**config.mk**
```make
export PLATFORM = sky130hd
export DESIGN_NAME = gcd_rot_cell
export DESIGN_NICKNAME = d
export VERILOG_FILES = /design/src/design/gcd_pkg.sv /design/src/design/gcd_rot_cell.sv
export SDC_FILE = /design/constraint.sdc
export NUM_CORES = 1
export LEC_CHECK = 0
export ABC_AREA = 0
export ABC_CLOCK_PERIOD_IN_PS = 3800
export BUFFER_PORTS_ARGS = -buffer_cell sky130_fd_sc_hd__buf_4
export CAP_MARGIN = 0
export CORE_UTILIZATION = 40
export DETAILED_ROUTE_END_ITERATION = 12
export PLACE_DENSITY = 0.67
export SETUP_SLACK_MARGIN = 0.3
export SLEW_MARGIN = 20
export SYNTH_ARGS = -nofsm -noshare
export SYNTH_HDL_FRONTEND = slang
export SYNTH_SLANG_ARGS = --single-unit
```
**constraint.sdc**
```tcl
create_clock -name clk -period 3.8 [get_ports clk]
set_clock_uncertainty 0.2 [all_clocks]
set_input_delay 0.76 -clock clk [delete_from_list [all_inputs] [get_ports clk]]
set_output_delay 0.76 -clock clk [all_outputs]
set_load 0.01 [all_outputs]
```
**src/design/gcd_pkg.sv**
```systemverilog
// shared constants, widths and the cordic arctangent table for the great-circle distance block
// no dependencies; every design file refers to it by scoped names
package gcd_pkg;

	// datapath widths
	localparam int CW     = 34;   // cordic x, y, z width (signed)
	localparam int SQ_NW  = 62;   // square root radicand width
	localparam int SQ_RW  = 36;   // square root partial remainder width
	localparam int SQ_QW  = 31;   // square root result width
	localparam int SQ_CELLS = SQ_NW / 2;

	// degree to binary angle divisors (full angle and half angle)
	localparam int DIV_FULL = 360;
	localparam int DIV_HALF = 720;

	// both divisors are 45 times a power of two: the power of two is a shift,
	// the 45 is done by reciprocal multiplication, 16 dividend bits per cell
	localparam int DIV_ODD   = 45;
	localparam int FULL_SH   = 3;    // 360 = 45 << 3
	localparam int HALF_SH   = 4;    // 720 = 45 << 4
	localparam int DIV_BIAS  = (DIV_FULL / 2) >> FULL_SH;   // same for the half angle
	localparam int DIV_W     = 48;   // dividend width after the shift
	localparam int DIV_DIG   = 16;   // dividend bits per cell
	localparam int DIV_CELLS = DIV_W / DIV_DIG;
	localparam int REM_W     = 6;    // remainder width, below 45
	localparam int RECIP_W   = 26;
	localparam int DIV_RSH   = 31;
	localparam logic [RECIP_W-1:0] DIV_RECIP = 26'd47721859;   // ceil(2^31 / 45)

	localparam logic [31:0] RADIUS_RESET = 32'd225448100;
	localparam logic [31:0] CORDIC_GAIN  = 32'd652032874;
	localparam logic [32:0] PI_Q31       = 33'd6746518852;
	localparam logic [30:0] Q30_ONE      = 31'h4000_0000;

	// atan(2^-k) as a binary angle, 2^32 per turn
	function automatic logic [31:0] atan_val(input int k);
		logic [31:0] v;
		case (k)
			0:  v = 32'h2000_0000;
			1:  v = 32'h12E4_051D;
			2:  v = 32'h09FB_385B;
			3:  v = 32'h0511_11D4;
			4:  v = 32'h028B_0D43;
			5:  v = 32'h0145_D7E1;
			6:  v = 32'h00A2_F61E;
			7:  v = 32'h0051_7C55;
			8:  v = 32'h0028_BE53;
			9:  v = 32'h0014_5F2E;
			10: v = 32'h000A_2F98;
			11: v = 32'h0005_17CC;
			12: v = 32'h0002_8BE6;
			13: v = 32'h0001_45F3;
			14: v = 32'h0000_A2F9;
			15: v = 32'h0000_517C;
			16: v = 32'h0000_28BE;
			17: v = 32'h0000_145F;
			18: v = 32'h0000_0A2F;
			19: v = 32'h0000_0517;
			20: v = 32'h0000_028B;
			21: v = 32'h0000_0145;
			22: v = 32'h0000_00A2;
			23: v = 32'h0000_0051;
			24: v = 32'h0000_0028;
			25: v = 32'h0000_0014;
			26: v = 32'h0000_000A;
			27: v = 32'h0000_0005;
			28: v = 32'h0000_0002;
			29: v = 32'h0000_0001;
			default: v = 32'h0000_0000;
		endcase
		return v;
	endfunction

endpackage

```
**src/design/gcd_rot_cell.sv**
```systemverilog
// one rotation-mode cordic micro-rotation (sine and cosine)
// depends on gcd_pkg
module gcd_rot_cell #(
	parameter int K = 0
) (
	input  logic                           clk,
	input  logic                           en,
	input  logic signed [gcd_pkg::CW-1:0]  x_in,
	input  logic signed [gcd_pkg::CW-1:0]  y_in,
	input  logic signed [gcd_pkg::CW-1:0]  z_in,
	input  logic                           neg_in,
	output logic signed [gcd_pkg::CW-1:0]  x_q,
	output logic signed [gcd_pkg::CW-1:0]  y_q,
	output logic signed [gcd_pkg::CW-1:0]  z_q,
	output logic                           neg_q
);

	localparam logic signed [gcd_pkg::CW-1:0] ATAN =
		$signed({2'b00, gcd_pkg::atan_val(K)});

	logic signed [gcd_pkg::CW-1:0] dx;
	logic signed [gcd_pkg::CW-1:0] dy;

	assign dx = y_in >>> K;
	assign dy = x_in >>> K;

	always_ff @(posedge clk) begin
		if (en) begin
			if (!z_in[gcd_pkg::CW-1]) begin
				x_q <= x_in - dx;
				y_q <= y_in + dy;
				z_q <= z_in - ATAN;
			end else begin
				x_q <= x_in + dx;
				y_q <= y_in - dy;
				z_q <= z_in + ATAN;
			end
			neg_q <= neg_in;
		end
	end

endmodule

```
==> results.cfg, run 1 <==
[yosys]
synth_ff_type = edfxtp_1
yosysSeqAreaShare_pct = 34.3
synth.area.top_cells = edfxtp_1, ha_1, a21oi_1, xnor2_1, inv_1
yosysTopAreaCellShare_pct = 34.3
syn_inst = 997
yosys_warnings = 0
synth_top_area_cell = edfxtp_1
ys_async_sr_fraction_pct = 0
syn_area_per_cell_um2 = 8.96
syn_area_um2 = 8930
synth_edf_count = 102
ys_ff_latch = 102
synth_cell_types = 77
synthesis.nets = 1208
synthTopCellsByCount = a21oi_1, inv_1, edfxtp_1, ha_1, nor2_1

[floorplanning]
start_util_pct = 40.8
rows = 54
fp.dieH_um = 151
dieArea_um2 = 22900
core-area_um2 = 21900
io_pins = 208
die_w_um = 151

[pwr]
p_leak_nw = 5.55
intPower_mw = 2.78
p_sw_share_pct = 33.7
clock_power_share_pct = 22.5
max-vdd-ir-drop_mv = 0.193
power_frac_comb_pct = 41.6
p_seq_share_pct = 35.9
p_sw_mw = 1.41
pwr_density_cell_nw_per_um2 = 342

[timing]
period_share_pct = 91.6
fmax_mhz = 287
hold_ws_ns = 0.382
rsz0062_at_grt = yes
fin_ws_ns = 0.319
setup_viol = 0
slew_headroom_pct = 55.2
worst_slew_pin_slew_ns = 0.666
finalMaxSlewViolations = 0
final_hold_viol_count = 0
min_period_ns = 3.48

[detailed_routing]
drtAntennaViolNets = 0
wl_per_cell_um = 17.9
drt_iter0_markers = 716
routed_wl_mm = 28.4
via_per_inst = 5.38
vias = 8507
drc = 0
first_pass_iters = 5

[final_layout]
fin_nets = 1509
design_area_um2 = 12300
multi_input_area_um2 = 5580
syn_to_final_growth_pct = 37.4
register_area_um2 = 3060
drive_above_1_share_pct = 32.4
n_antenna_cell = 0
fillers = 2031
final_cells = 1582

[critical_path]
cp-start-kind = input pin
worstPathRequired_ns = 3.70
cp.arrival_ns = 3.38
crit_fanout = 3
criticalPathCategory = input pin to flop
crit_path_end_kind = flop
crit_start = x_in[0]

[min_path]
hold_path_end = z_q[7]
whs_path_depth = 1
hold_path.startpoint = z_in[7]
hold_class = input pin to flop

[cts]
cts_tree = yes
cts_sinks = 102
clockBufferDepth = 2
h-tree-depth = 3
root_buffer = clkbuf_16
clk_pin_slew_ns = 0.07
numCtsBuffers = 9

[global_routing]
grt_pass1_wl_mm = 42.4
top_usage_layer = met2
use_met3_pct = 3.01
met2_usage_pct = 39.4
grt_max_degree = 55
grt_util_met1_pct = 33.2
grt_use_total_pct = 24.1
grt_pass1_vias = 7909
grt_overflow = 0
grt_antenna_before_repair = 0

[flow_run]
cap_violations = 0

[placed_design]
dpl.cell_count = 1564
io_buffer_count = 207
dp_hpwl_mm = 22.9
place_area_um2 = 11600
globalplace.congestion = 0.949
pre_cts_ws_ns = -0.256

[run_status]
status = complete, no violations
[layout by cell type, fill, tap and decap left out, drive strengths merged, types with 3 or more instances in the layout]
| cell | Yosys | layout |
|---|---|---|
| ha | 102 | 102 |
| o22ai | 4 | 4 |
| buf | 26 | 338 |
| a2111oi | 4 | 4 |
| or2 | 5 | 5 |
| nand3 | 12 | 12 |
| nand2 | 48 | 48 |
| nand4 | 9 | 9 |
| a221oi | 5 | 5 |
| nor4 | 11 | 11 |
| inv | 105 | 107 |
| fa | 4 | 4 |
| a211oi | 10 | 10 |
| a21oi | 106 | 106 |
| clkbuf | 22 | 9 |
| o21ai | 65 | 65 |
| mux2i | 14 | 14 |
| edfxtp | 102 | 102 |
| xnor2 | 55 | 55 |
| a21o | 31 | 31 |
| nor3 | 12 | 12 |
| clkinv | 2 | 3 |
| a211o | 5 | 5 |
| o211ai | 14 | 14 |
| nor2b | 10 | 10 |
| nor2 | 95 | 95 |
| o311ai | 3 | 3 |
| and3 | 7 | 7 |
| o21bai | 18 | 18 |
| nand2b | 10 | 10 |
| a31oi | 10 | 10 |
| o31ai | 16 | 16 |
| xor2 | 12 | 12 |
| o21a | 10 | 10 |
| a21boi | 4 | 4 |
[sequential cells by signal, indices dropped and copies added, names as in the netlist]
name,cells
x_q,34
z_q,34
y_q,33
neg_q,1
[repair_timing]
action / 4_1_cts / 5_1_grt
setup endpoints to repair: 20 / 20
pin swaps: 14 / 30
hold endpoints to repair: 0 / 0
hold buffers: 0 / 0
buffers inserted: 1 / 2
resized for setup: 22 / 47
[cell families after synthesis]
kind of cell | count (synthesis) | synth area share, %
AO/OA/AOI/OAI | 325 | 23.6
AND/OR/NAND/NOR | 228 | 11.9
buffers and inverters | 155 | 6.92
adder cells (fa/ha/maj) | 106 | 15.2
flip-flops | 102 | 34.3
XOR/XNOR | 67 | 6.57
multiplexers | 14 | 1.57
[worst max path at each step]
stage / endpoint / slack (ns) / depth (start not counted)
4_1_cts: y_q[32] / 0.19 / 14
3_5_place_dp: x_q[32] / -0.26 / 14
2_1_floorplan: x_q[32] / 0.32 / 11
3_3_place_gp: x_q[32] / -0.21 / 14
5_1_grt: x_q[28] / 0.23 / 15
6_report: y_q[32] / 0.32 / 13
[stage by stage]
| step | power (mW) | TNS [ns] | utilization, % |
|---|---|---|---|
| 6_report | 4.19 | 0 | 56.1 |
| 4_1_cts | 4.15 | 0 | 54.9 |
| 5_1_grt | 4.41 | 0 | 56.1 |
| 3_5_place_dp | 3.19 | -3.12 | 53.1 |
| 2_1_floorplan | 2.38 | 0 | - |
| 3_3_place_gp | 3.18 | -2.20 | 53.1 |
[routing by layer]
layer / part of all wire [%] / routed length, um
met1: 44 / 12600
met2: 46 / 13100
met3: 7.5 / 2130
met4: 2.0 / 556
met5: 0 / 0
[area by class of cell]
| cell class | instances | area share [%] |
|---|---|---|
| Clock buffer | 9 | 1.83 |
| Multi-Input combinational cell | 740 | 45.4 |
| Inverter | 107 | 3.27 |
| Tap cell | 280 | 2.85 |
| Sequential cell | 102 | 25.0 |
| Timing Repair Buffer | 338 | 21.1 |
| Clock inverter | 6 | 0.571 |
[power groups by stage]
stage               combinational (mW)  sequential, mW  clock, mW
floorplan                        0.775            1.61          0
finish                            1.75            1.51      0.943
global placement                  1.65            1.53          0
CTS                               1.68            1.51      0.962
detailed placement                1.66            1.53          0
global route                      1.89            1.52       1.00
[critical path: stages]
cell     delay [ns]
buf_6          0.10
ha_1           0.23
fa_1           0.39
inv_1          0.08
a21oi_1        0.11
o211a_1        0.30
or2_2          0.35
o32a_2         0.23
a31oi_2        0.27
or4b_1         0.15
a31oi_1        0.08
o21a_1         0.20
xnor2_1        0.12
Note: power is estimated with default switching activity, not from simulation.
==> run 2, diff against run 1 <==
- CORE_ASPECT_RATIO: default -> 1.4
==> results.cfg, run 2 (synthesis gave the netlist of run 1 again) <==
[detailed_routing]
via_per_inst = 5.38
wl_per_cell_um = 17.9
vias = 8634
drtAntennaViolNets = 0
first_pass_iters = 5
drt_iter0_markers = 531
routed_wl_mm = 28.7
drc = 0

[global_routing]
grt_pass1_vias = 8603
grt_use_total_pct = 25.3
grt_overflow = 0
grt_antenna_before_repair = 1
grt_max_degree = 53
grt_pass1_wl_mm = 44.4

[final_layout]
reg_top3 = x_q: 34 flops, z_q: 34 flops, y_q: 33 flops
final_util_pct = 56.4
drive_above_1_share_pct = 32.0
fin_nets = 1514
register_area_um2 = 3060
syn_to_final_growth_pct = 38.1
most-common-layout-cells = buf_4, inv_1, edfxtp_1
final_cells = 1606
fillers = 2027
design_area_um2 = 12300
multi_input_area_um2 = 5520
final_common_cell = buf_4

[timing]
period_share_pct = 92.8
finalMaxSlewViolations = 0
final_hold_viol_count = 0
worst_slew_pin_slew_ns = 0.709
fmax_mhz = 284
hold_ws_ns = 0.356
rsz0062_at_grt = yes
slew_headroom_pct = 51.5
min_period_ns = 3.53
setup_viol = 0

[pwr]
p_sw_share_pct = 33.9
power_frac_comb_pct = 40.0
intPower_mw = 2.87
p_leak_nw = 5.60
max-vdd-ir-drop_mv = 0.257
total_power_mw = 4.34
pwr_density_cell_nw_per_um2 = 352
p_sw_mw = 1.47
p_seq_share_pct = 34.6
clock_power_share_pct = 25.4

[critical_path]
cp_top_family = compound AO/OA/AOI/OAI gates
path_cells = buf_4 -> ha_1 -> buf_4 -> nor2b_1 -> o31ai_1 -> buf_4 -> a21o_1 -> a21oi_1 -> a21bo_2 -> a31oi_1 -> o221a_2 -> o2111ai_1 -> o31ai_4 -> xnor2_1
crit_path_end_kind = flop
path_buf_inv = 3
slowest_delay_ns = 0.31
cp.arrival_ns = 3.43
criticalPathCategory = input pin to flop
critPathSlowestCell = o221a_2
crit_fanout = 3
cp-start-kind = input pin
worstPathRequired_ns = 3.71
timing.critical_path.mode_cell = buf_4

[cts]
cts_hold_buf = 0
numCtsBuffers = 9
clk_pin_slew_ns = 0.09
root_buffer = clkbuf_16
h-tree-depth = 3
cts_tree = yes
clockBufferDepth = 2
cts_sinks = 102

[placed_design]
io_buffer_count = 207
dp_hpwl_mm = 23.2
globalplace.congestion = 0.934
place_area_um2 = 11700
dpl.cell_count = 1585

[floorplanning]
dieArea_um2 = 22900
fp.dieH_um = 179
io_pins = 208
start_util_pct = 40.9
rows = 64
core-area_um2 = 21900
die_w_um = 128

[run_status]
status = complete, no violations

[flow_run]
cap_violations = 0

[min_path]
hold_class = input pin to flop
run 2: changes by cell type in the layout (fill, tap and decap cells not counted), moves of 3 or more:
| cell | before | now |
|---|---|---|
| clkinv_8 | 0 | 3 |
| ha_1 | 89 | 93 |
| ha_4 | 6 | 3 |
| buf_4 | 332 | 337 |
| a31oi_2 | 7 | 3 |
| o21ai_2 | 3 | 0 |
| a31oi_4 | 1 | 4 |
run 2: metrics by stage:
step / TNS [ns] / setup WS, ns
floorplan: 0 / 0.322
global placement: -0.809 / -0.129
detailed placement: -1.28 / -0.167
CTS: 0 / 0.305
global route: 0 / 0.0825
finish: 0 / 0.274
run 2: routing by layer:
metal  track usage (%)  routed length, um  vias up
met5                 0                  0        -
met4              14.3               1450        0
met3              3.73               1570       90
met2              46.4              14800      331
met1              27.5              10900     4057
li1                  -                  -     4156
run 2: what timing repair did:
item	CTS	global route
endpoints found under the setup margin	9	27
hold endpoints to repair	0	0
pin swaps	1	28
resized for setup	5	52
setup buffers	0	4
run 2: layout make-up:
type,instances,share of cell area [%]
Tap cell,297,3.01
Inverter,107,3.28
Timing Repair Buffer,343,21.2
Clock buffer,9,1.83
Clock inverter,7,1.04
Multi-Input combinational cell,740,44.8
Sequential cell,102,24.8
Antenna cell,1,0.0203
run 2: worst paths after layout:
path                 start       to  slack (ns)  cells past startpoint
setup / recovery   x_in[0]  y_q[33]        0.27                     14
hold / removal    z_in[19]  z_q[19]        0.36                      1
run 2: power by group through the flow:
stage	Sequential, mW	Combinational [mW]	Clock, mW
finish	1.50	1.73	1.10
floorplan	1.61	0.775	0
CTS	1.50	1.67	1.13
global placement	1.53	1.64	0
detailed placement	1.53	1.66	0
global route	1.52	1.88	1.16
