<file path="src/design/gcd_pkg.sv">
// shared constants, widths and the cordic arctangent table for the great-circle distance block
// no dependencies; every design file refers to it by scoped names
package gcd_pkg;

	// datapath widths
	localparam int CW     = 34;   // cordic x, y, z width (signed)
	localparam int SQ_NW  = 62;   // square root radicand width
	localparam int SQ_RW  = 36;   // square root partial remainder width
	localparam int SQ_QW  = 31;   // square root result width
	localparam int SQ_CELLS = SQ_NW / 2;

	// degree to binary angle divisors (full angle and half angle)
	localparam int DIV_FULL = 360;
	localparam int DIV_HALF = 720;

	// both divisors are 45 times a power of two: the power of two is a shift,
	// the 45 is done by reciprocal multiplication, 16 dividend bits per cell
	localparam int DIV_ODD   = 45;
	localparam int FULL_SH   = 3;    // 360 = 45 << 3
	localparam int HALF_SH   = 4;    // 720 = 45 << 4
	localparam int DIV_BIAS  = (DIV_FULL / 2) >> FULL_SH;   // same for the half angle
	localparam int DIV_W     = 48;   // dividend width after the shift
	localparam int DIV_DIG   = 16;   // dividend bits per cell
	localparam int DIV_CELLS = DIV_W / DIV_DIG;
	localparam int REM_W     = 6;    // remainder width, below 45
	localparam int RECIP_W   = 26;
	localparam int DIV_RSH   = 31;
	localparam logic [RECIP_W-1:0] DIV_RECIP = 26'd47721859;   // ceil(2^31 / 45)

	localparam logic [31:0] RADIUS_RESET = 32'd225448100;
	localparam logic [31:0] CORDIC_GAIN  = 32'd652032874;
	localparam logic [32:0] PI_Q31       = 33'd6746518852;
	localparam logic [30:0] Q30_ONE      = 31'h4000_0000;

	// atan(2^-k) as a binary angle, 2^32 per turn
	function automatic logic [31:0] atan_val(input int k);
		logic [31:0] v;
		case (k)
			0:  v = 32'h2000_0000;
			1:  v = 32'h12E4_051D;
			2:  v = 32'h09FB_385B;
			3:  v = 32'h0511_11D4;
			4:  v = 32'h028B_0D43;
			5:  v = 32'h0145_D7E1;
			6:  v = 32'h00A2_F61E;
			7:  v = 32'h0051_7C55;
			8:  v = 32'h0028_BE53;
			9:  v = 32'h0014_5F2E;
			10: v = 32'h000A_2F98;
			11: v = 32'h0005_17CC;
			12: v = 32'h0002_8BE6;
			13: v = 32'h0001_45F3;
			14: v = 32'h0000_A2F9;
			15: v = 32'h0000_517C;
			16: v = 32'h0000_28BE;
			17: v = 32'h0000_145F;
			18: v = 32'h0000_0A2F;
			19: v = 32'h0000_0517;
			20: v = 32'h0000_028B;
			21: v = 32'h0000_0145;
			22: v = 32'h0000_00A2;
			23: v = 32'h0000_0051;
			24: v = 32'h0000_0028;
			25: v = 32'h0000_0014;
			26: v = 32'h0000_000A;
			27: v = 32'h0000_0005;
			28: v = 32'h0000_0002;
			29: v = 32'h0000_0001;
			default: v = 32'h0000_0000;
		endcase
		return v;
	endfunction

endpackage

</file>
<file path="src/design/gcd_vec_cell.sv">
// one vectoring-mode cordic micro-rotation (arctangent)
// depends on gcd_pkg
module gcd_vec_cell #(
	parameter int K = 0
) (
	input  logic                           clk,
	input  logic                           en,
	input  logic signed [gcd_pkg::CW-1:0]  x_in,
	input  logic signed [gcd_pkg::CW-1:0]  y_in,
	input  logic signed [gcd_pkg::CW-1:0]  z_in,
	output logic signed [gcd_pkg::CW-1:0]  x_q,
	output logic signed [gcd_pkg::CW-1:0]  y_q,
	output logic signed [gcd_pkg::CW-1:0]  z_q
);

	localparam logic signed [gcd_pkg::CW-1:0] ATAN =
		$signed({2'b00, gcd_pkg::atan_val(K)});

	logic signed [gcd_pkg::CW-1:0] dx;
	logic signed [gcd_pkg::CW-1:0] dy;

	assign dx = y_in >>> K;
	assign dy = x_in >>> K;

	always_ff @(posedge clk) begin
		if (en) begin
			if (!y_in[gcd_pkg::CW-1]) begin
				x_q <= x_in + dx;
				y_q <= y_in - dy;
				z_q <= z_in + ATAN;
			end else begin
				x_q <= x_in - dx;
				y_q <= y_in + dy;
				z_q <= z_in - ATAN;
			end
		end
	end

endmodule

</file>
<file path="config.mk">
export PLATFORM = sky130hd
export DESIGN_NAME = gcd_vec_cell
export DESIGN_NICKNAME = d
export VERILOG_FILES = /design/src/design/gcd_pkg.sv /design/src/design/gcd_vec_cell.sv
export SDC_FILE = /design/constraint.sdc
export NUM_CORES = 1
export LEC_CHECK = 0
export BUFFER_PORTS_ARGS = -buffer_cell sky130_fd_sc_hd__buf_4
export CORE_MARGIN = 4
export CORE_UTILIZATION = 45
export CTS_BUF_LIST = sky130_fd_sc_hd__clkbuf_8
export CTS_CLUSTER_DIAMETER = 80
export DETAILED_ROUTE_END_ITERATION = 12
export GPL_ROUTABILITY_DRIVEN = 0
export PLACE_DENSITY = 0.68
export SLEW_MARGIN = 5
export SYNTH_ARGS = -nofsm -noshare
export SYNTH_HDL_FRONTEND = slang
export SYNTH_SLANG_ARGS = --single-unit
export TNS_END_PERCENT = 20
</file>
<file path="constraint.sdc">
create_clock -name clk -period 9 [get_ports clk]
set_input_delay 1.35 -clock clk [delete_from_list [all_inputs] [get_ports clk]]
set_output_delay 1.35 -clock clk [all_outputs]
set_load 0.01 [all_outputs]
</file>
==> results of run 1 <==
## per-stage QoR
step	hold WS, ns	power [mW]	setup slack [ns]
6_report	1.144	1.563	4.602
3_5_place_dp	1.529	1.277	4.343
2_1_floorplan	1.449	1.002	5.069
5_1_grt	1.109	1.654	4.454
3_3_place_gp	1.528	1.271	4.366
4_1_cts	1.116	1.567	4.737
## cells in the mapped netlist, types with 5 or more instances
| cell type | number |
|---|---|
| buf_2 | 14 |
| o21ai_0 | 69 |
| a31oi_1 | 8 |
| a21o_1 | 17 |
| o21a_1 | 7 |
| a211o_1 | 5 |
| a21oi_1 | 129 |
| or2_2 | 6 |
| buf_1 | 9 |
| nand2b_1 | 5 |
| nor2b_1 | 8 |
| mux2i_1 | 11 |
| xor2_1 | 8 |
| nor3_1 | 17 |
| o22ai_1 | 6 |
| o31ai_1 | 10 |
| a21boi_0 | 5 |
| a211oi_1 | 17 |
| nand2_1 | 55 |
| inv_1 | 105 |
| nor2_1 | 80 |
| xnor2_1 | 60 |
| clkbuf_1 | 18 |
| nand3_1 | 13 |
| ha_1 | 103 |
| o21bai_1 | 28 |
| edfxtp_1 | 101 |
| nor4_1 | 6 |
| nand4_1 | 12 |
## layer usage
layer	GRT usage (%)	vias to the layer above
li1	-	4017
met1	36.30	3937
met2	37.06	589
met3	4.666	61
met4	7.136	0
met5	0	-
## worst min-delay path by stage
stage,endpoint,slack (ns),depth (start not counted)
6_report,z_q[27]$_DFFE_PP_,1.14,1
2_1_floorplan,z_q[0]$_DFFE_PP_,1.45,0
3_5_place_dp,z_q[5]$_DFFE_PP_,1.53,1
5_1_grt,z_q[25]$_DFFE_PP_,1.11,1
3_3_place_gp,z_q[16]$_DFFE_PP_,1.53,1
4_1_cts,z_q[27]$_DFFE_PP_,1.12,1
## final cells by class
class / instances / area (sq um)
clock inverters: 7 / 65.06
flip-flops and latches: 101 / 3033
fillers: 1824 / 8682
multi-input cells: 766 / 5444
repair buffers: 208 / 1562
inverters: 110 / 412.9
clock buffers: 9 / 123.9
well taps: 265 / 331.6
## kinds of logic after synthesis
group | count (synthesis)
flops | 101
fa+ha+maj | 107
simple gates | 225
xor+xnor | 68
compound gates | 355
buf+inv | 155
mux | 11
## report_power, final
| part | switching, mW | total (mW) | internal [mW] |
|---|---|---|---|
| registers | 0.0232 | 0.630 | 0.607 |
| clock network | 0.160 | 0.288 | 0.128 |
| logic | 0.377 | 0.644 | 0.267 |
| total | 0.561 | 1.56 | 1.00 |
## registers in the layout, summed over array words and instances (netlist names)
name  count
y_q      33
x_q      34
z_q      34
==> results.toml, run 1 <==
[status]
status = "finished clean"

[routing]
met1_length_um = 12520
drtIter0Drc = 1216
wire_per_inst_um = 19.67
dr.pass1.iters = 6
dr_wl_met3_um = 3336
wirelength_um = 28840
drc = 0
via_per_inst = 5.869
postRouteAntennaNets = 0
highest_layer = "met4"
vias = 8604
dr_wl_met2_um = 12250

[logic_synthesis]
syn_area_per_cell_sq_um = 8.893
synth_area_leader_cell = "edfxtp_1"
synth-compound-area-share_pct = 25.19
synth-simple-area-share_pct = 11.88
synth_top_family_by_area = "compound AO/OA/AOI/OAI gates"
synth.distinct_cells = 78
synth_sequential_area_ratio_pct = 33.37
yosysWarnings = 0
synth_cells = 1022
synth.cell_area_sq_mm = 0.009089
synth_top_area_share_pct = 33.37
ys_seq_elements = 101
postSynth.asyncResetShare_pct = 0
synth.area.top_cells = "edfxtp_1, ha_1, a21oi_1, xnor2_1, inv_1"
ys_dominant_reg_cell = "edfxtp_1"
synthAdderAreaFrac_pct = 15.06
muxShareOfSynthArea_pct = 1.211
syn-num-nets = 1233
synthXorXnorAreaFrac_pct = 6.553
synth-edff-count = 101

[placement]
dpl_cell_area_sq_mm = 0.01078
dp_hpwl_um = 23380
dp.cells = 1450
port_buffers = 205

[critical_path]
crit_end = "y_q[32]$_DFFE_PP_"
crit_chain = "buf_4 -> inv_1 -> ha_1 -> nand4_1 -> nor4_2 -> nand2_1 -> o31ai_1 -> a211oi_1 -> a21o_1 -> a221oi_1 -> o31ai_1 -> xnor2_1"
path_max_fanout = 19
start_kind = "input pin"
crit_required_ns = 9.13
critPathBufInv = 2
worstSetupPathDepth = 12
crit_arrival_ns = 4.52
end_kind = "flip-flop"
crit_family = "compound AO/OA/AOI/OAI gates"
slowest_stage = "ha_1"
crit_path_start = "x_in[19]"
worst_path_largest_cell_delay_ns = 0.71
cp_common_cell = "o31ai_1"
critical_path_class = "input pin to flip-flop"

[timing]
final_hold_viol_count = 0
slew_viol_final = 0
slew_headroom_pct = 30.42
finalSetupViolCount = 0
fmax_ghz = 0.2274
grt_setup_unrepaired = "false"
worst_slew_pin_slew_ns = 1.034
period_minus_slack_ns = 4.398
fin_crit_sh_pct = 48.86
tns_ns = 0

[layout]
drive_gt1_share_pct = 20.82
finish.instance_area_sq_mm = 0.01097
final_cells = 1466
layout_commonest_cell = "buf_4"
layout.nets = 1407
fin_util_pct = 55.83
antenna_cells = 0
syn2layout_area_growth_pct = 20.72
final_cell_mix = "buf_4, a21oi_1, inv_1"

[cts]
cts_tree = "done"
clock_sinks = 101
cts_buffer_depth = 2
cts_inserted_buffers = 9
cts_setup_buffers = 0
cts_resized = 0
path_clk_slew_ns = 0.09
clk_root_buffer_cell = "clkbuf_8"
ctsHoldBuffers = 0
htree_levels = 3

[power_and_ir_drop]
irDropWorstVdd_v = 0.00006583
powerDensity_mw_per_mm2 = 142.4
leakagePower_nw = 4.783

[die]
core_area_sq_mm = 0.01965
die_h_um = 150.1
ios = 206
die-area_sq_mm = 0.02253
initial_utilization_pct = 46.24
rows = 51
fp.dieW_um = 150.1

[grt]
antenna_found_initial = 0
grt_pass1_vias = 7728
overflow = 0
grt_max_degree = 78
grt_use_total_pct = 24.69
grt_pass1_wl_um = 43500

[flow_run]
drv_cap = 0

[min_path]
min_path_type = "input pin to flip-flop"
hp-start = "z_in[27]"
Power figures use the tool's default switching activity.
==> run 2, diff against run 1 <==
- PLACE_DENSITY: 0.68 -> 0.71
- clock period: 9 -> 3.58 ns (I/O delays scaled with it)
==> run 2 against run 1 <==
Count of clock-buffer cells in the layout did not move. Worst hold slack got worse by 0.80 ns. Flip-flop and latch count unchanged. Total power rose to 2.6 times the previous value. Setup slack got worse by 4.2 ns. Critical endpoint is now y_q[30]$_DFFE_PP_. Largest power group unchanged.
==> results.toml, run 2 (synthesized netlist as in run 1, its figures left out) <==
[timing]
fin_crit_sh_pct = 89.15
setup_ws_ns = 0.3884
period_minus_slack_ns = 3.192
fin_hold_ws_ns = 0.3402
grt_setup_unrepaired = "false"
slew_viol_final = 0
tns_ns = 0
fmax_ghz = 0.3133
finalSetupViolCount = 0
final_hold_viol_count = 0
worst_slew_pin_slew_ns = 0.7627
slew_headroom_pct = 49.15

[layout]
final_cell_mix = "buf_4, a21oi_1, inv_1"
antenna_cells = 0
syn2layout_area_growth_pct = 25.04
final_cells = 1518
finish.instance_area_sq_mm = 0.01136
reg_top3 = "x_q: 34 flops, z_q: 34 flops, y_q: 33 flops"
fin_util_pct = 57.82
layout.nets = 1459
drive_gt1_share_pct = 24.26
layout_commonest_cell = "buf_4"

[die]
die-area_sq_mm = 0.02253
rows = 51
initial_utilization_pct = 46.24
core_area_sq_mm = 0.01965
ios = 206
fp.dieW_um = 150.1
die_h_um = 150.1

[routing]
vias = 8795
via_per_inst = 5.794
wirelength_um = 29310
postRouteAntennaNets = 0
drtIter0Drc = 1125
dr.pass1.iters = 6
wire_per_inst_um = 19.31
drc = 0

[cts]
ctsHoldBuffers = 0
clock_sinks = 101
clk_root_buffer_cell = "clkbuf_8"
cts_resized = 0
htree_levels = 3
cts_setup_buffers = 0
cts_buffer_depth = 2
path_clk_slew_ns = 0.10
cts_inserted_buffers = 9
cts_tree = "done"

[flow_run]
drv_cap = 0

[power_and_ir_drop]
irDropWorstVdd_v = 0.0001587
leakagePower_nw = 5.029
power.total_mw = 3.992
powerDensity_mw_per_mm2 = 351.3

[grt]
grt_pass1_vias = 8130
overflow = 0
antenna_found_initial = 0
grt_max_degree = 63
grt_use_total_pct = 25.23
grt_pass1_wl_um = 44660

[critical_path]
end_kind = "flip-flop"
critical_path_class = "input pin to flip-flop"
crit_required_ns = 3.70
path_max_fanout = 4
crit_arrival_ns = 3.31
start_kind = "input pin"
crit_path_start = "x_in[0]"

[placement]
dp.cells = 1502
port_buffers = 205
dp_hpwl_um = 24010
dp_slack_ns = 0.01567
dpl_cell_area_sq_mm = 0.01117

[status]
status = "finished clean"

[min_path]
min_path_type = "input pin to flip-flop"
hp-start = "z_in[7]"
[run 2: power breakdown]
group / switching [mW] / internal [mW]
logic: 0.965 / 0.730
registers: 0.0588 / 1.53
clock network: 0.442 / 0.272
total: 1.47 / 2.53
[run 2: per-layer routing]
layer  global-route usage, %  part of all wire, %  wire, um  vias to the layer above
li1                        -                    -         -                     4116
met1                   35.81                   42     12270                     4022
met2                   39.92                   45     13060                      609
met3                   5.057                   12      3414                       48
met4                   5.718                  1.9       554                        0
met5                       0                    0         0                        -
[run 2: path summary, 6_finish.rpt]
path | endpoint | depth (start not counted)
setup / recovery | y_q[30]$_DFFE_PP_ | 12
hold / removal | z_q[7]$_DFFE_PP_ | 1
[run 2: cell type report]
type,count,area (sq um)
sequential,101,3033
tap,265,331.6
timing repair buffer,260,1952
fill,1800,8289
inverter,110,412.9
multi-input combinational,766,5444
clock buffer,9,123.9
clock inverter,7,67.56
[run 2: worst max-delay path, stage by stage]
cell and delay, ns:
buf_4 0.12, ha_1 0.22, fa_1 0.40, nor2b_1 0.17, o211ai_2 0.25, a21oi_2 0.12
o41ai_4 0.45, o31ai_4 0.15, a311oi_4 0.44, o31a_2 0.21, a2bb2oi_2 0.16, xor2_1 0.08
==> run 3, diff against run 2 <==
- REMOVE_ABC_BUFFERS: not set -> 1
==> run 3 against run 2 <==
Setup slack worse by 0.0074 ns. Critical path depth stayed put. Routed wire length is 2.2% lower. Global-route usage is 0.33 points lower. Clock power is 5.6% lower. Combinational power hardly changed. First-iteration DRC count is 4.9% lower. Sequential power hardly changed. Via count is 1.2% lower.
==> results.toml, run 3 (synthesized netlist as in run 1, its figures left out) <==
[die]
core_area_sq_mm = 0.01965
initial_utilization_pct = 46.24
ios = 206
fp.dieW_um = 150.1
die-area_sq_mm = 0.02253
rows = 51
die_h_um = 150.1

[timing]
fmax_ghz = 0.3126
slew_viol_final = 0
fin_crit_sh_pct = 89.36
worst_slew_pin_slew_ns = 0.7595
finalSetupViolCount = 0
final_hold_viol_count = 0
grt_setup_unrepaired = "false"
period_minus_slack_ns = 3.199
slew_headroom_pct = 49.36
tns_ns = 0

[min_path]
hold_end = "z_q[7]$_DFFE_PP_"
hp-start = "z_in[7]"
hold_path_depth = 1
min_path_type = "input pin to flip-flop"

[cts]
htree_levels = 3
clk_root_buffer_cell = "clkbuf_8"
ctsHoldBuffers = 0
cts_resized = 0
cts_setup_buffers = 0
clock_sinks = 101
cts_buffer_depth = 2
cts_inserted_buffers = 9
cts_tree = "done"
path_clk_slew_ns = 0.10

[placement]
dp_hpwl_um = 23340
dpl_cell_area_sq_mm = 0.01113
port_buffers = 205

[power_and_ir_drop]
switching_share_pct = 36.32
p_int_mw = 2.506
irDropWorstVdd_v = 0.0001632
leakagePower_nw = 4.989
p_switching_mw = 1.430
powerDensity_mw_per_mm2 = 348.1
clockPowerShare_pct = 17.1
seq_power_share_pct = 40.2
p_comb_share_pct = 42.7
power.total_mw = 3.936

[routing]
via_per_inst = 5.749
drtIter0Drc = 1070
vias = 8686
dr.pass1.iters = 7
wire_per_inst_um = 18.96
wirelength_um = 28650
drc = 0
postRouteAntennaNets = 0

[layout]
layout_commonest_cell = "buf_4"
antenna_cells = 0
fin_util_pct = 57.54
layout.nets = 1452
drive_gt1_share_pct = 23.76
syn2layout_area_growth_pct = 24.42
nFillCells = 1796
regArea_sq_mm = 0.003033
reg_top3 = "x_q: 34 flops, z_q: 34 flops, y_q: 33 flops"
final_cell_mix = "buf_4, a21oi_1, inv_1"
finish.instance_area_sq_mm = 0.01131
multiInputGateArea_sq_mm = 0.005444

[grt]
grt_max_degree = 96
antenna_found_initial = 0
grt_pass1_vias = 8077
grt_pass1_wl_um = 44170
overflow = 0
grt_use_total_pct = 24.90

[status]
status = "finished clean"

[critical_path]
critical_path_class = "input pin to flip-flop"
crit_required_ns = 3.70
end_kind = "flip-flop"
crit_arrival_ns = 3.32
path_max_fanout = 12
start_kind = "input pin"

[flow_run]
drv_cap = 0
-- run 3: cell count changes in the layout (fill, tap and decap cells not counted), sizes merged --
cell      delta
clkinv       -2
clkinvlp     +2
buf          -7
-- run 3: worst max-delay path by stage --
stage | from | to
after floorplan | x_in[0] | y_q[30]$_DFFE_PP_
after global placement | x_in[4] | x_q[19]$_DFFE_PP_
after detailed placement | x_in[0] | x_q[30]$_DFFE_PP_
after CTS | x_in[0] | x_q[30]$_DFFE_PP_
after global routing | x_in[4] | x_q[19]$_DFFE_PP_
final | x_in[4] | x_q[19]$_DFFE_PP_
-- run 3: worst max-delay path, stage by stage --
cell      delay (ns)
buf_4           0.10
inv_1           0.04
ha_1            0.46
nand3_1         0.18
o21bai_1        0.18
nand3b_1        0.22
a41oi_1         0.44
o21ai_0         0.25
a211oi_1        0.43
a21oi_1         0.08
o22ai_1         0.27
xnor2_1         0.14
-- run 3: per-layer routing --
layer	GRT usage (%)	wire (um)
met5	0	0
met3	4.576	3434
met1	37.38	12560
met2	36.18	11910
met4	7.960	753
-- run 3: cell type report --
type	count	share of cell area, %
clock inverter	7	0.4536
timing repair buffer	253	16.91
clock buffer	9	1.095
tap	265	2.932
multi-input combinational	766	48.14
sequential	101	26.82
inverter	110	3.651
-- run 3: through the flow --
| step | hold slack, ns | setup slack, ns | cells |
|---|---|---|---|
| detailed placement | 0.7163 | 0.1203 | 1495 |
| finish | 0.3225 | 0.3810 | 1511 |
| floorplan | 0.6359 | 0.4553 | 977 |
| global placement | 0.7152 | 0.1540 | 1495 |
| global route | 0.2979 | 0.3143 | 1511 |
| CTS | 0.3003 | 0.5227 | 1511 |
-- run 3: power by group through the flow --
stage,registers (mW),logic (mW),clock network [mW]
3_5_place_dp,1.61,1.65,0
6_report,1.58,1.68,0.673
3_3_place_gp,1.60,1.64,0
5_1_grt,1.59,1.82,0.751
4_1_cts,1.58,1.66,0.692
2_1_floorplan,1.69,0.805,0
