==> config.mk <==
export PLATFORM = sky130hd
export DESIGN_NAME = gcd_sqrt_cell
export DESIGN_NICKNAME = d
export VERILOG_FILES = /design/src/design/gcd_pkg.sv /design/src/design/gcd_sqrt_cell.sv
export SDC_FILE = /design/constraint.sdc
export NUM_CORES = 1
export LEC_CHECK = 0
export BUFFER_PORTS_ARGS = -buffer_cell sky130_fd_sc_hd__buf_2
export CAP_MARGIN = 20
export CORE_MARGIN = 4
export CORE_UTILIZATION = 52
export CTS_CLUSTER_DIAMETER = 50
export DETAILED_ROUTE_END_ITERATION = 10
export PLACE_DENSITY = 0.92
export SLEW_MARGIN = 20
export SYNTH_ARGS = -nofsm -noshare
export SYNTH_HDL_FRONTEND = slang
export SYNTH_SLANG_ARGS = --single-unit
==> constraint.sdc <==
create_clock -name clk -period 7 [get_ports clk]
set_input_delay 0.35 -clock clk [delete_from_list [all_inputs] [get_ports clk]]
set_output_delay 0.35 -clock clk [all_outputs]
set_load 0.005 [all_outputs]
==> src/design/gcd_pkg.sv <==
// shared constants, widths and the cordic arctangent table for the great-circle distance block
// no dependencies; every design file refers to it by scoped names
package gcd_pkg;

	// datapath widths
	localparam int CW     = 34;   // cordic x, y, z width (signed)
	localparam int SQ_NW  = 62;   // square root radicand width
	localparam int SQ_RW  = 36;   // square root partial remainder width
	localparam int SQ_QW  = 31;   // square root result width
	localparam int SQ_CELLS = SQ_NW / 2;

	// degree to binary angle divisors (full angle and half angle)
	localparam int DIV_FULL = 360;
	localparam int DIV_HALF = 720;

	// both divisors are 45 times a power of two: the power of two is a shift,
	// the 45 is done by reciprocal multiplication, 16 dividend bits per cell
	localparam int DIV_ODD   = 45;
	localparam int FULL_SH   = 3;    // 360 = 45 << 3
	localparam int HALF_SH   = 4;    // 720 = 45 << 4
	localparam int DIV_BIAS  = (DIV_FULL / 2) >> FULL_SH;   // same for the half angle
	localparam int DIV_W     = 48;   // dividend width after the shift
	localparam int DIV_DIG   = 16;   // dividend bits per cell
	localparam int DIV_CELLS = DIV_W / DIV_DIG;
	localparam int REM_W     = 6;    // remainder width, below 45
	localparam int RECIP_W   = 26;
	localparam int DIV_RSH   = 31;
	localparam logic [RECIP_W-1:0] DIV_RECIP = 26'd47721859;   // ceil(2^31 / 45)

	localparam logic [31:0] RADIUS_RESET = 32'd225448100;
	localparam logic [31:0] CORDIC_GAIN  = 32'd652032874;
	localparam logic [32:0] PI_Q31       = 33'd6746518852;
	localparam logic [30:0] Q30_ONE      = 31'h4000_0000;

	// atan(2^-k) as a binary angle, 2^32 per turn
	function automatic logic [31:0] atan_val(input int k);
		logic [31:0] v;
		case (k)
			0:  v = 32'h2000_0000;
			1:  v = 32'h12E4_051D;
			2:  v = 32'h09FB_385B;
			3:  v = 32'h0511_11D4;
			4:  v = 32'h028B_0D43;
			5:  v = 32'h0145_D7E1;
			6:  v = 32'h00A2_F61E;
			7:  v = 32'h0051_7C55;
			8:  v = 32'h0028_BE53;
			9:  v = 32'h0014_5F2E;
			10: v = 32'h000A_2F98;
			11: v = 32'h0005_17CC;
			12: v = 32'h0002_8BE6;
			13: v = 32'h0001_45F3;
			14: v = 32'h0000_A2F9;
			15: v = 32'h0000_517C;
			16: v = 32'h0000_28BE;
			17: v = 32'h0000_145F;
			18: v = 32'h0000_0A2F;
			19: v = 32'h0000_0517;
			20: v = 32'h0000_028B;
			21: v = 32'h0000_0145;
			22: v = 32'h0000_00A2;
			23: v = 32'h0000_0051;
			24: v = 32'h0000_0028;
			25: v = 32'h0000_0014;
			26: v = 32'h0000_000A;
			27: v = 32'h0000_0005;
			28: v = 32'h0000_0002;
			29: v = 32'h0000_0001;
			default: v = 32'h0000_0000;
		endcase
		return v;
	endfunction

endpackage

==> src/design/gcd_sqrt_cell.sv <==
// one digit step of a pipelined integer square root (two radicand bits per cell)
// depends on gcd_pkg
module gcd_sqrt_cell (
	input  logic                         clk,
	input  logic                         en,
	input  logic [gcd_pkg::SQ_NW-1:0]    n_in,
	input  logic [gcd_pkg::SQ_RW-1:0]    rem_in,
	input  logic [gcd_pkg::SQ_QW-1:0]    root_in,
	output logic [gcd_pkg::SQ_NW-1:0]    n_q,
	output logic [gcd_pkg::SQ_RW-1:0]    rem_q,
	output logic [gcd_pkg::SQ_QW-1:0]    root_q
);

	logic [gcd_pkg::SQ_RW-1:0] t;
	logic [gcd_pkg::SQ_RW-1:0] trial;
	logic                      ge;

	always_comb begin
		t     = {rem_in[gcd_pkg::SQ_RW-3:0], n_in[gcd_pkg::SQ_NW-1 -: 2]};
		trial = {3'b000, root_in, 2'b01};
		ge    = (t >= trial);
	end

	always_ff @(posedge clk) begin
		if (en) begin
			n_q    <= {n_in[gcd_pkg::SQ_NW-3:0], 2'b00};
			rem_q  <= ge ? (t - trial) : t;
			root_q <= {root_in[gcd_pkg::SQ_QW-2:0], ge};
		end
	end

endmodule

==> metrics.yaml, run 1 <==
run_status: "completed"
holdPathEnd: "n_q[28]"
n_fill_cell: 807
worst_case_clock_buffer_depth: 2
die-width_um: 117
yosysMostFrequentCell: "sky130_fd_sc_hd__edfxtp_1"
detailedRoute.firstIterationViolations: 355
drc: 0
drt_pre_antenna_iters: 5
setup_viol: 0
path_max_fanout: 44
max_cap_viol_count: 0
port-buffer-count: 255
antenna_found_initial: 0
route.vias.total: 5054
maximum_number_of_pins_on_one_net_before_global_route_repair: 77
critical-path-top-delay-family: "compound AO/OA/AOI/OAI gates"
post-route-util_pct: 70.4
dp_hpwl_mm: 13.0
asyncSetResetFlopFracSynth_pct: 0
cts_buffers: 17
synthDominantCellAreaShare_pct: 61.3
fmaxAchievable_ghz: 0.329
grt_setup_unrepaired: "no"
clock_tree.htree_level_count: 4
nets: 934
areaGrowthSynthToFinish_pct: 30.8
synthTopCellsByCount: "sky130_fd_sc_hd__edfxtp_1 (127), sky130_fd_sc_hd__nand2_1 (57), sky130_fd_sc_hd__inv_1 (40), sky130_fd_sc_hd__a21oi_1 (39), sky130_fd_sc_hd__o21ai_1 (38)"
cts_hold_buffers_added: 0
syn_area_sq_um: 6220
timing.final.max_slew_violations: 0
power.density_nw_per_um2: 267
synth.avg_cell_area_sq_um: 12.1
wl_mm: 17.1
synth-edff-count: 127
post-route-worst-setup-slack_ns: 3.96
fin_tns_setup_ns: 0
worst-setup-path-type: "in -> reg"
timing.critical_path.required_ns: 7.15
vdd.ir_drop.worst_mv: 0.126
min_path_cells: 1
synth_sequential_area_ratio_pct: 61.3
cts.repair_timing.setup_buffer_count: 0
fp.coreArea_sq_um: 11600
cp.arrival_ns: 3.19
cts.clk_slew.worst_paths_ns: 0.06
timing.final.hold_violations: 0
hp-start: "n_in[26]"
setup.worst_path.end_class: "flip-flop"
critical_path.max_stage_delay_ns: 0.56
critPathSlowestCell: "sky130_fd_sc_hd__a2111oi_0"
detailedPlace.worstSlack_ns: 3.54
period_minus_slack_ns: 3.04
synth.area.top_cells: "sky130_fd_sc_hd__edfxtp_1 (61%), sky130_fd_sc_hd__ha_1 (6.6%), sky130_fd_sc_hd__nand2_1 (3.4%)"
flip_flop_and_latch_count_after_synthesis: 127
floorplan.initialDensity_pct: 53.8
num_antenna_cells: 0
final_min_period_over_clock_period_pct: 43.5
yosys.area.top_type: "sky130_fd_sc_hd__edfxtp_1"
via_per_inst: 5.46
first_global_vias: 4948
cts.root.buffer_cell: "sky130_fd_sc_hd__clkbuf_16"
startpoint_class: "input port"
layout-drive-gt1-share_pct: 37.7
grt_pass1_wl_mm: 26.6
global_route.overflow_total: 0
antenna_violating_nets_post_route: 0
relative_slew_slack_pct: 37.3
gpl.final_weighted_congestion: 0.848
grt_usage_pct: 24.6
ys_dominant_reg_cell: "sky130_fd_sc_hd__edfxtp_1"
synth-warning-count: 0
timing.hold.worst.class: "in -> reg"
path_buf_inv: 3
detail_route.wl_per_cell_um: 18.4
chipHeight_um: 117
ctsResizeCount: 0
clock-sinks: 127
path_cells: "buf_2 -> inv_1 -> ha_1 -> a21oi_1 -> o21bai_1 -> a21o_1 -> a2111oi_0 -> o21a_2 -> buf_4 -> o21ai_1"
static-leakage-power_nw: 3.59
postSynthCellCount: 515
tightestPinTransition_ns: 0.941
placementRows: 39
tritoncts_clock_tree: "built"
die_area_sq_um: 13800
yosysUniqueCellTypes: 50
top_level_ports: 260
## how the worst max path moves through the flow
stage                      startpoint        end  cells after the start
final                     root_in[27]  rem_q[20]                     10
after global routing      root_in[27]  rem_q[22]                     10
after CTS                 root_in[27]   rem_q[6]                     10
after detailed placement  root_in[27]   rem_q[6]                     10
after global placement    root_in[27]  rem_q[12]                     10
after floorplan           root_in[20]  rem_q[33]                     12
## stage by stage
stage	instance area, sq um	instances	total power, mW	hold slack, ns
after global placement	7570	894	1.32	0.526
after detailed placement	7570	894	1.34	0.529
after CTS	8140	925	2.19	0.0933
after floorplan	6230	516	1.16	0.449
final	8140	925	2.18	0.107
after global routing	8140	925	2.27	0.0894
## state kept, by name (all words and copies together), names as in the netlist
name,cells
n_q,60
rem_q,36
root_q,31
## metal layers
layer | wire length, um | track usage, % | up-vias
met2 | 9370 | 45.7 | 221
met5 | 0 | 0 | -
met4 | 282 | 7.33 | 0
met3 | 1210 | 7.60 | 25
met1 | 6200 | 26.9 | 2412
li1 | - | - | 2396
## layout make-up
class | instances | area, sq um | share of cell area (%)
clock buffer | 17 | 425 | 5.22
clock inverter | 14 | 143 | 1.75
inverter | 40 | 150 | 1.84
multi-input combinational | 327 | 2140 | 26.3
sequential | 127 | 3810 | 46.8
tap | 143 | 179 | 2.20
timing repair buffer | 257 | 1290 | 15.9
## cell families after synthesis
logic type / after synthesis / share of synthesized area [%]
compound gates: 134 / 13.0
xor+xnor: 34 / 4.78
buf+inv: 62 / 4.44
fa+ha+maj: 33 / 6.63
mux: 2 / 0.322
simple gates: 122 / 9.49
flops: 127 / 61.3
other cells: 1 / 0.0603
## placed cells by master (no fill, tap or decap), drive strengths merged, types with 2 or more instances in the layout
master,netlist,routed
nor2,19,19
nand2,59,59
bufinv,0,2
nand4b,2,2
clkinv,0,6
buf,19,257
nand2b,6,6
o21bai,6,6
o21ai,50,50
inv,40,43
o21a,6,6
clkinvlp,0,3
nand3,8,8
conb,1,2
a21o,13,13
xnor2,20,20
ha,33,33
o211ai,6,6
a21oi,40,40
mux2i,2,2
nor3,5,5
nand4,11,11
or3,2,2
a2111oi,2,2
a31oi,2,2
a21boi,2,2
edfxtp,127,127
clkbuf,3,17
nor4,4,4
xor2,14,14
## power breakdown
part	switching [mW]	total, mW	internal (mW)
Clock	0.326	0.847	0.521
Sequential	0.0190	0.953	0.934
Combinational	0.213	0.376	0.164
Total	0.558	2.18	1.62
Note: power is estimated with default switching activity, not from simulation.
==> run 2, diff against run 1 <==
--- a/config.mk
+++ b/config.mk
@@ -5,13 +5,14 @@
 export SDC_FILE = /design/constraint.sdc
 export NUM_CORES = 1
 export LEC_CHECK = 0
+export ABC_AREA = 1
 export BUFFER_PORTS_ARGS = -buffer_cell sky130_fd_sc_hd__buf_2
 export CAP_MARGIN = 20
 export CORE_MARGIN = 4
-export CORE_UTILIZATION = 52
+export CORE_UTILIZATION = 51
 export CTS_CLUSTER_DIAMETER = 50
 export DETAILED_ROUTE_END_ITERATION = 10
-export PLACE_DENSITY = 0.92
+export PLACE_DENSITY = 0.88
 export SLEW_MARGIN = 20
 export SYNTH_ARGS = -nofsm -noshare
 export SYNTH_HDL_FRONTEND = slang
==> constraint.sdc (replaced) <==
create_clock -name clk -period 2.9 [get_ports clk]
set_input_delay 0.145 -clock clk [delete_from_list [all_inputs] [get_ports clk]]
set_output_delay 0.145 -clock clk [all_outputs]
set_load 0.005 [all_outputs]
==> run 2 against run 1 <==
Net effect:
- area after synthesis grew 17%
- clock-buffer cell count grew 1
- cell count grew 55%
- worst setup slack lost 3.6 ns
- worst hold slack lost 0.095 ns
==> metrics.yaml, run 2 <==
critical-path-top-delay-family: "simple AND/OR/NAND/NOR gates"
yosysMostFrequentCell: "sky130_fd_sc_hd__nand2_1"
timing.final.max_slew_violations: 0
grt_setup_unrepaired: "no"
clock-sinks: 127
path_cells: "dlygate4sd3_1 -> buf_2 -> inv_1 -> ha_1 -> nand2_2 -> inv_1 -> nand2_1 -> nand2_1 -> nand2_1 -> a21oi_1 -> nor3b_1 -> nand2_2 -> buf_12 -> nand2_1 -> nand2_1"
placementRows: 43
run_status: "completed"
drc: 0
max_cap_viol_count: 0
top_level_ports: 260
wl_mm: 24.3
detail_route.wl_per_cell_um: 16.9
path_max_fanout: 22
largestRegisters: "n_q (60), rem_q (36), root_q (31)"
mostFrequentLayoutCells: "sky130_fd_sc_hd__nand2_1 (358), sky130_fd_sc_hd__buf_2 (254), sky130_fd_sc_hd__inv_1 (161), sky130_fd_sc_hd__edfxtp_1 (127), sky130_fd_sc_hd__dlygate4sd3_1 (94)"
gr-usage-met3_pct: 7.12
grtUsageMet1_pct: 34.8
tritoncts_clock_tree: "built"
flip_flop_and_latch_count_after_synthesis: 127
grt_pass1_wl_mm: 37.4
first_global_vias: 6986
synth-edff-count: 127
vdd.ir_drop.worst_mv: 0.376
fp.coreArea_sq_um: 13900
path_buf_inv: 5
period_minus_slack_ns: 2.55
setup_viol: 0
timing.final.hold_violations: 0
cts.root.buffer_cell: "sky130_fd_sc_hd__clkbuf_16"
layout-drive-gt1-share_pct: 25.9
cts_buffers: 17
max_reg_flops: 60
tightestPinTransition_ns: 0.641
detailedRoute.firstIterationViolations: 538
maximum_number_of_pins_on_one_net_before_global_route_repair: 52
areaGrowthSynthToFinish_pct: 41.5
synth.avg_cell_area_sq_um: 8.38
detailedPlace.worstSlack_ns: 0.546
drt_pre_antenna_iters: 5
die_area_sq_um: 16300
top_usage_layer: "met2"
timing.hold.worst.class: "in -> reg"
postSynthCellCount: 872
top_register: "n_q"
port-buffer-count: 255
route.vias.total: 7044
cts_hold_buffers_added: 94
worst_case_clock_buffer_depth: 2
syn_area_sq_um: 7300
dp_hpwl_mm: 16.4
final_min_period_over_clock_period_pct: 87.9
setup.worst_path.end_class: "flip-flop"
groute.layer.met2.usage_pct: 54.1
nets: 1403
global_route.overflow_total: 0
critical_path.max_stage_delay_ns: 0.54
timing.critical_path.required_ns: 3.08
fin_tns_setup_ns: 0
cts.repair_timing.setup_buffer_count: 0
ys_dominant_reg_cell: "sky130_fd_sc_hd__edfxtp_1"
chipHeight_um: 128
synth-warning-count: 0
power.density_nw_per_um2: 546
fmaxAchievable_ghz: 0.392
layout.cells.most_common: "sky130_fd_sc_hd__nand2_1"
worst-setup-path-type: "in -> reg"
cp.arrival_ns: 2.73
cts.clk_slew.worst_paths_ns: 0.06
synthTopCellsByCount: "sky130_fd_sc_hd__nand2_1 (358), sky130_fd_sc_hd__inv_1 (161), sky130_fd_sc_hd__edfxtp_1 (127), sky130_fd_sc_hd__nor2_1 (54), sky130_fd_sc_hd__ha_1 (33)"
worst_path_most_repeated_cell: "sky130_fd_sc_hd__nand2_1"
grt_usage_pct: 29.8
startpoint_class: "input port"
synth_sequential_area_ratio_pct: 52.2
clock_tree.htree_level_count: 4
critPathSlowestCell: "sky130_fd_sc_hd__dlygate4sd3_1"
asyncSetResetFlopFracSynth_pct: 0
synth.area.top_cells: "sky130_fd_sc_hd__edfxtp_1 (52%), sky130_fd_sc_hd__nand2_1 (18%), sky130_fd_sc_hd__inv_1 (8.3%)"
yosys.area.top_type: "sky130_fd_sc_hd__edfxtp_1"
n_fill_cell: 1007
antenna_violating_nets_post_route: 0
antenna_found_initial: 1
relative_slew_slack_pct: 57.3
static-leakage-power_nw: 5.33
die-width_um: 128
via_per_inst: 4.92
floorplan.initialDensity_pct: 52.4
gpl.final_weighted_congestion: 0.906
ctsResizeCount: 0
post-route-worst-setup-slack_ns: 0.350
post-route-util_pct: 74.2
yosysUniqueCellTypes: 27
synthDominantCellAreaShare_pct: 52.2
==> run 2: cell count changes after synthesis, sizes merged, moves of 4 or more <==
cell,previous run,this run
inv,40,162
a21oi,40,26
nor2,19,63
o21ai,50,3
nand3,8,33
xnor2,20,1
buf,19,8
a21o,13,0
nand2,59,373
o211ai,6,0
nor4,4,0
nand2b,6,0
o21a,6,0
xor2,14,18
==> run 2: metrics by stage <==
step	area [sq um]	hold slack (ns)	std cells	power, mW
after floorplan	7310	0.244	873	2.89
after global placement	8800	0.321	1306	3.33
after detailed placement	8800	0.323	1306	3.36
after CTS	10300	0.000644	1431	5.60
after global routing	10300	0.0114	1432	5.90
final	10300	0.0115	1432	5.64
==> run 2: cell families (layout without fill, tap and decap cells) <==
group | after synthesis | in the layout | synth area share [%]
AND/OR/NAND/NOR | 489 | 489 | 27.7
buffers and inverters | 170 | 548 | 9.46
flip-flops | 127 | 127 | 52.2
adder cells (fa/ha/maj) | 33 | 33 | 5.65
AO/OA/AOI/OAI | 33 | 33 | 2.60
XOR/XNOR | 19 | 19 | 2.28
other | 1 | 3 | 0.0513
==> run 2: worst paths after layout <==
check | from | endpoint | slack (ns) | depth (start not counted)
hold / removal | rem_in[0] | rem_q[2] | 0.01 | 3
setup / recovery | root_in[21] | rem_q[10] | 0.35 | 15
==> run 2: worst min-delay path, delay by kind of cell <==
kind	cells	cell delay [ns]
and+or+nand+nor	2	0.10
buffers and inverters	1	0.09
==> run 2: power by group <==
| group | switching [mW] | internal (mW) |
|---|---|---|
| Combinational | 0.683 | 0.492 |
| Clock | 0.814 | 1.35 |
| Sequential | 0.0569 | 2.25 |
==> run 2: cell type report <==
cell class | count | area, sq um | area share, %
Clock inverter | 13 | 166 | 1.61
Sequential cell | 127 | 3810 | 36.9
Multi-Input combinational cell | 576 | 2800 | 27.1
Timing Repair Buffer | 355 | 2290 | 22.1
Clock buffer | 18 | 429 | 4.15
Tap cell | 180 | 225 | 2.18
Inverter | 162 | 608 | 5.88
Antenna cell | 1 | 2.50 | 0.0242
==> run 2: metal layers <==
layer / share of wire [%] / vias up
met2: 51 / 340
met1: 38 / 3181
met5: 0 / -
li1: - / 3463
met3: 6.8 / 60
met4: 3.4 / 0
==> run 3, diff against run 2 <==
--- a/config.mk
+++ b/config.mk
@@ -12,6 +12,7 @@
 export CORE_UTILIZATION = 51
 export CTS_CLUSTER_DIAMETER = 50
 export DETAILED_ROUTE_END_ITERATION = 10
+export GPL_TIMING_DRIVEN = 0
 export PLACE_DENSITY = 0.88
 export SLEW_MARGIN = 20
 export SYNTH_ARGS = -nofsm -noshare
==> run 3 against run 2 <==
Net effect:
- critical path depth is 2 higher
- wire length is 2.4% higher
- worst setup slack better by 0.086 ns
- first-iteration DRC count is 4.5% lower
- global-route usage is 0.97 points higher
- core utilization is 0.55 points higher
- critical endpoint unchanged
==> metrics.yaml, run 3 (same netlist as run 2, synthesis figures left out) <==
die-width_um: 128
clock_tree.htree_level_count: 4
global_route.overflow_total: 0
fmaxAchievable_ghz: 0.406
top_usage_layer: "met2"
groute.layer.met2.usage_pct: 55.1
fp.coreArea_sq_um: 13900
cts_hold_buffers_added: 100
maximum_number_of_pins_on_one_net_before_global_route_repair: 78
ctsResizeCount: 0
largestRegisters: "n_q (60), rem_q (36), root_q (31)"
critical-path-top-delay-family: "buffers and inverters"
chipHeight_um: 128
die_area_sq_um: 16300
mostFrequentLayoutCells: "sky130_fd_sc_hd__nand2_1 (358), sky130_fd_sc_hd__buf_2 (254), sky130_fd_sc_hd__inv_1 (161), sky130_fd_sc_hd__edfxtp_1 (127), sky130_fd_sc_hd__dlygate4sd3_1 (100)"
period_minus_slack_ns: 2.46
final_min_period_over_clock_period_pct: 85.0
layout.cells.most_common: "sky130_fd_sc_hd__nand2_1"
wl_mm: 24.9
detail_route.wl_per_cell_um: 17.2
top_register: "n_q"
path_cells: "dlygate4sd3_1 -> buf_2 -> inv_1 -> ha_1 -> nand2_1 -> nand2_1 -> nand2_1 -> nand2_1 -> inv_1 -> nand2_1 -> inv_1 -> nand3_2 -> nand3b_1 -> nand2_2 -> buf_6 -> nand2_1 -> nand2_1"
power.density_nw_per_um2: 539
placementRows: 43
via_per_inst: 4.95
antenna_violating_nets_post_route: 0
vdd.ir_drop.worst_mv: 0.371
grt_usage_pct: 30.8
first_global_vias: 7160
setup.worst_path.end_class: "flip-flop"
max_cap_viol_count: 0
cts_buffers: 17
areaGrowthSynthToFinish_pct: 42.6
static-leakage-power_nw: 5.36
gpl.final_weighted_congestion: 0.941
detailedRoute.firstIterationViolations: 514
route.vias.total: 7130
drc: 0
worst-setup-path-type: "in -> reg"
gr-usage-met3_pct: 6.79
drt_pre_antenna_iters: 5
n_fill_cell: 970
run_status: "completed"
layout-drive-gt1-share_pct: 25.9
power.total_mw: 5.61
nets: 1412
grtUsageMet1_pct: 35.3
tightestPinTransition_ns: 0.547
timing.final.max_slew_violations: 0
critical_path.max_stage_delay_ns: 0.54
finalHoldWorstSlack_ns: 0.0136
path_max_fanout: 10
floorplan.initialDensity_pct: 52.4
relative_slew_slack_pct: 63.3
postLayoutCellArea_sq_um: 10400
worst_path_most_repeated_cell: "sky130_fd_sc_hd__nand2_1"
timing.final.hold_violations: 0
startpoint_class: "input port"
setup_viol: 0
critPathSlowestCell: "sky130_fd_sc_hd__dlygate4sd3_1"
timing.critical_path.required_ns: 3.07
grt_setup_unrepaired: "no"
dp_hpwl_mm: 16.6
antenna_found_initial: 1
port-buffer-count: 255
max_reg_flops: 60
worst_case_clock_buffer_depth: 2
cts.root.buffer_cell: "sky130_fd_sc_hd__clkbuf_16"
tritoncts_clock_tree: "built"
post_dp_cell_area_sq_um: 8840
grt_pass1_wl_mm: 38.3
cp.arrival_ns: 2.63
timing.hold.worst.class: "in -> reg"
top_level_ports: 260
path_buf_inv: 6
cts.repair_timing.setup_buffer_count: 0
clock-sinks: 127
cts.clk_slew.worst_paths_ns: 0.06
fin_tns_setup_ns: 0
==> run 3: cell count changes in the layout (fill, tap and decap cells not counted) <==
cell	before	now
sky130_fd_sc_hd__buf_12	2	0
sky130_fd_sc_hd__buf_16	0	1
sky130_fd_sc_hd__buf_4	5	2
sky130_fd_sc_hd__buf_6	0	7
sky130_fd_sc_hd__bufinv_16	3	2
sky130_fd_sc_hd__clkbuf_1	1	0
sky130_fd_sc_hd__clkinv_1	0	2
sky130_fd_sc_hd__clkinv_4	4	2
sky130_fd_sc_hd__clkinvlp_4	3	4
sky130_fd_sc_hd__dlygate4sd3_1	94	100
sky130_fd_sc_hd__inv_6	1	2
==> run 3: worst paths after layout <==
check | startpoint | to | slack [ns] | cells past startpoint
max | root_in[15] | rem_q[10] | 0.44 | 17
min | rem_in[0] | rem_q[2] | 0.01 | 3
==> run 3: final cells by class <==
class                      count  area [sq um]  share of cell area [%]
sequential                   127          3810                    36.6
clock buffer                  17           425                    4.08
antenna                        1          2.50                  0.0240
tap                          180           225                    2.16
buffer                         8          82.6                   0.793
clock inverter                14           143                    1.37
timing repair buffer         356          2310                    22.2
inverter                     162           608                    5.84
multi-input combinational    576          2800                    26.9
==> run 3: tightest hold or removal path, cell delays in order <==
cell and delay [ns]:
sky130_fd_sc_hd__buf_2 0.09, sky130_fd_sc_hd__nand2_1 0.05, sky130_fd_sc_hd__nand2_1 0.05
==> run 3: per-stage QoR <==
step,util [%],worst slack (ns),instances
CTS,74.7,0.497,1440
finish,74.7,0.435,1441
floorplan,-,1.11,873
global placement,63.2,0.339,1308
global route,74.7,0.293,1441
detailed placement,63.5,0.623,1309
==> run 3: metal layers <==
metal	wire (um)	up-vias
met5	0	-
met4	1000	0
met3	2000	74
met2	12700	372
met1	9130	3201
li1	-	3483
==> run 3: where the power goes <==
part / switching [mW] / total [mW] / internal, mW
logic: 0.695 / 1.20 / 0.502
registers: 0.0568 / 2.30 / 2.24
clock network: 0.853 / 2.11 / 1.26
total: 1.60 / 5.61 / 4.00
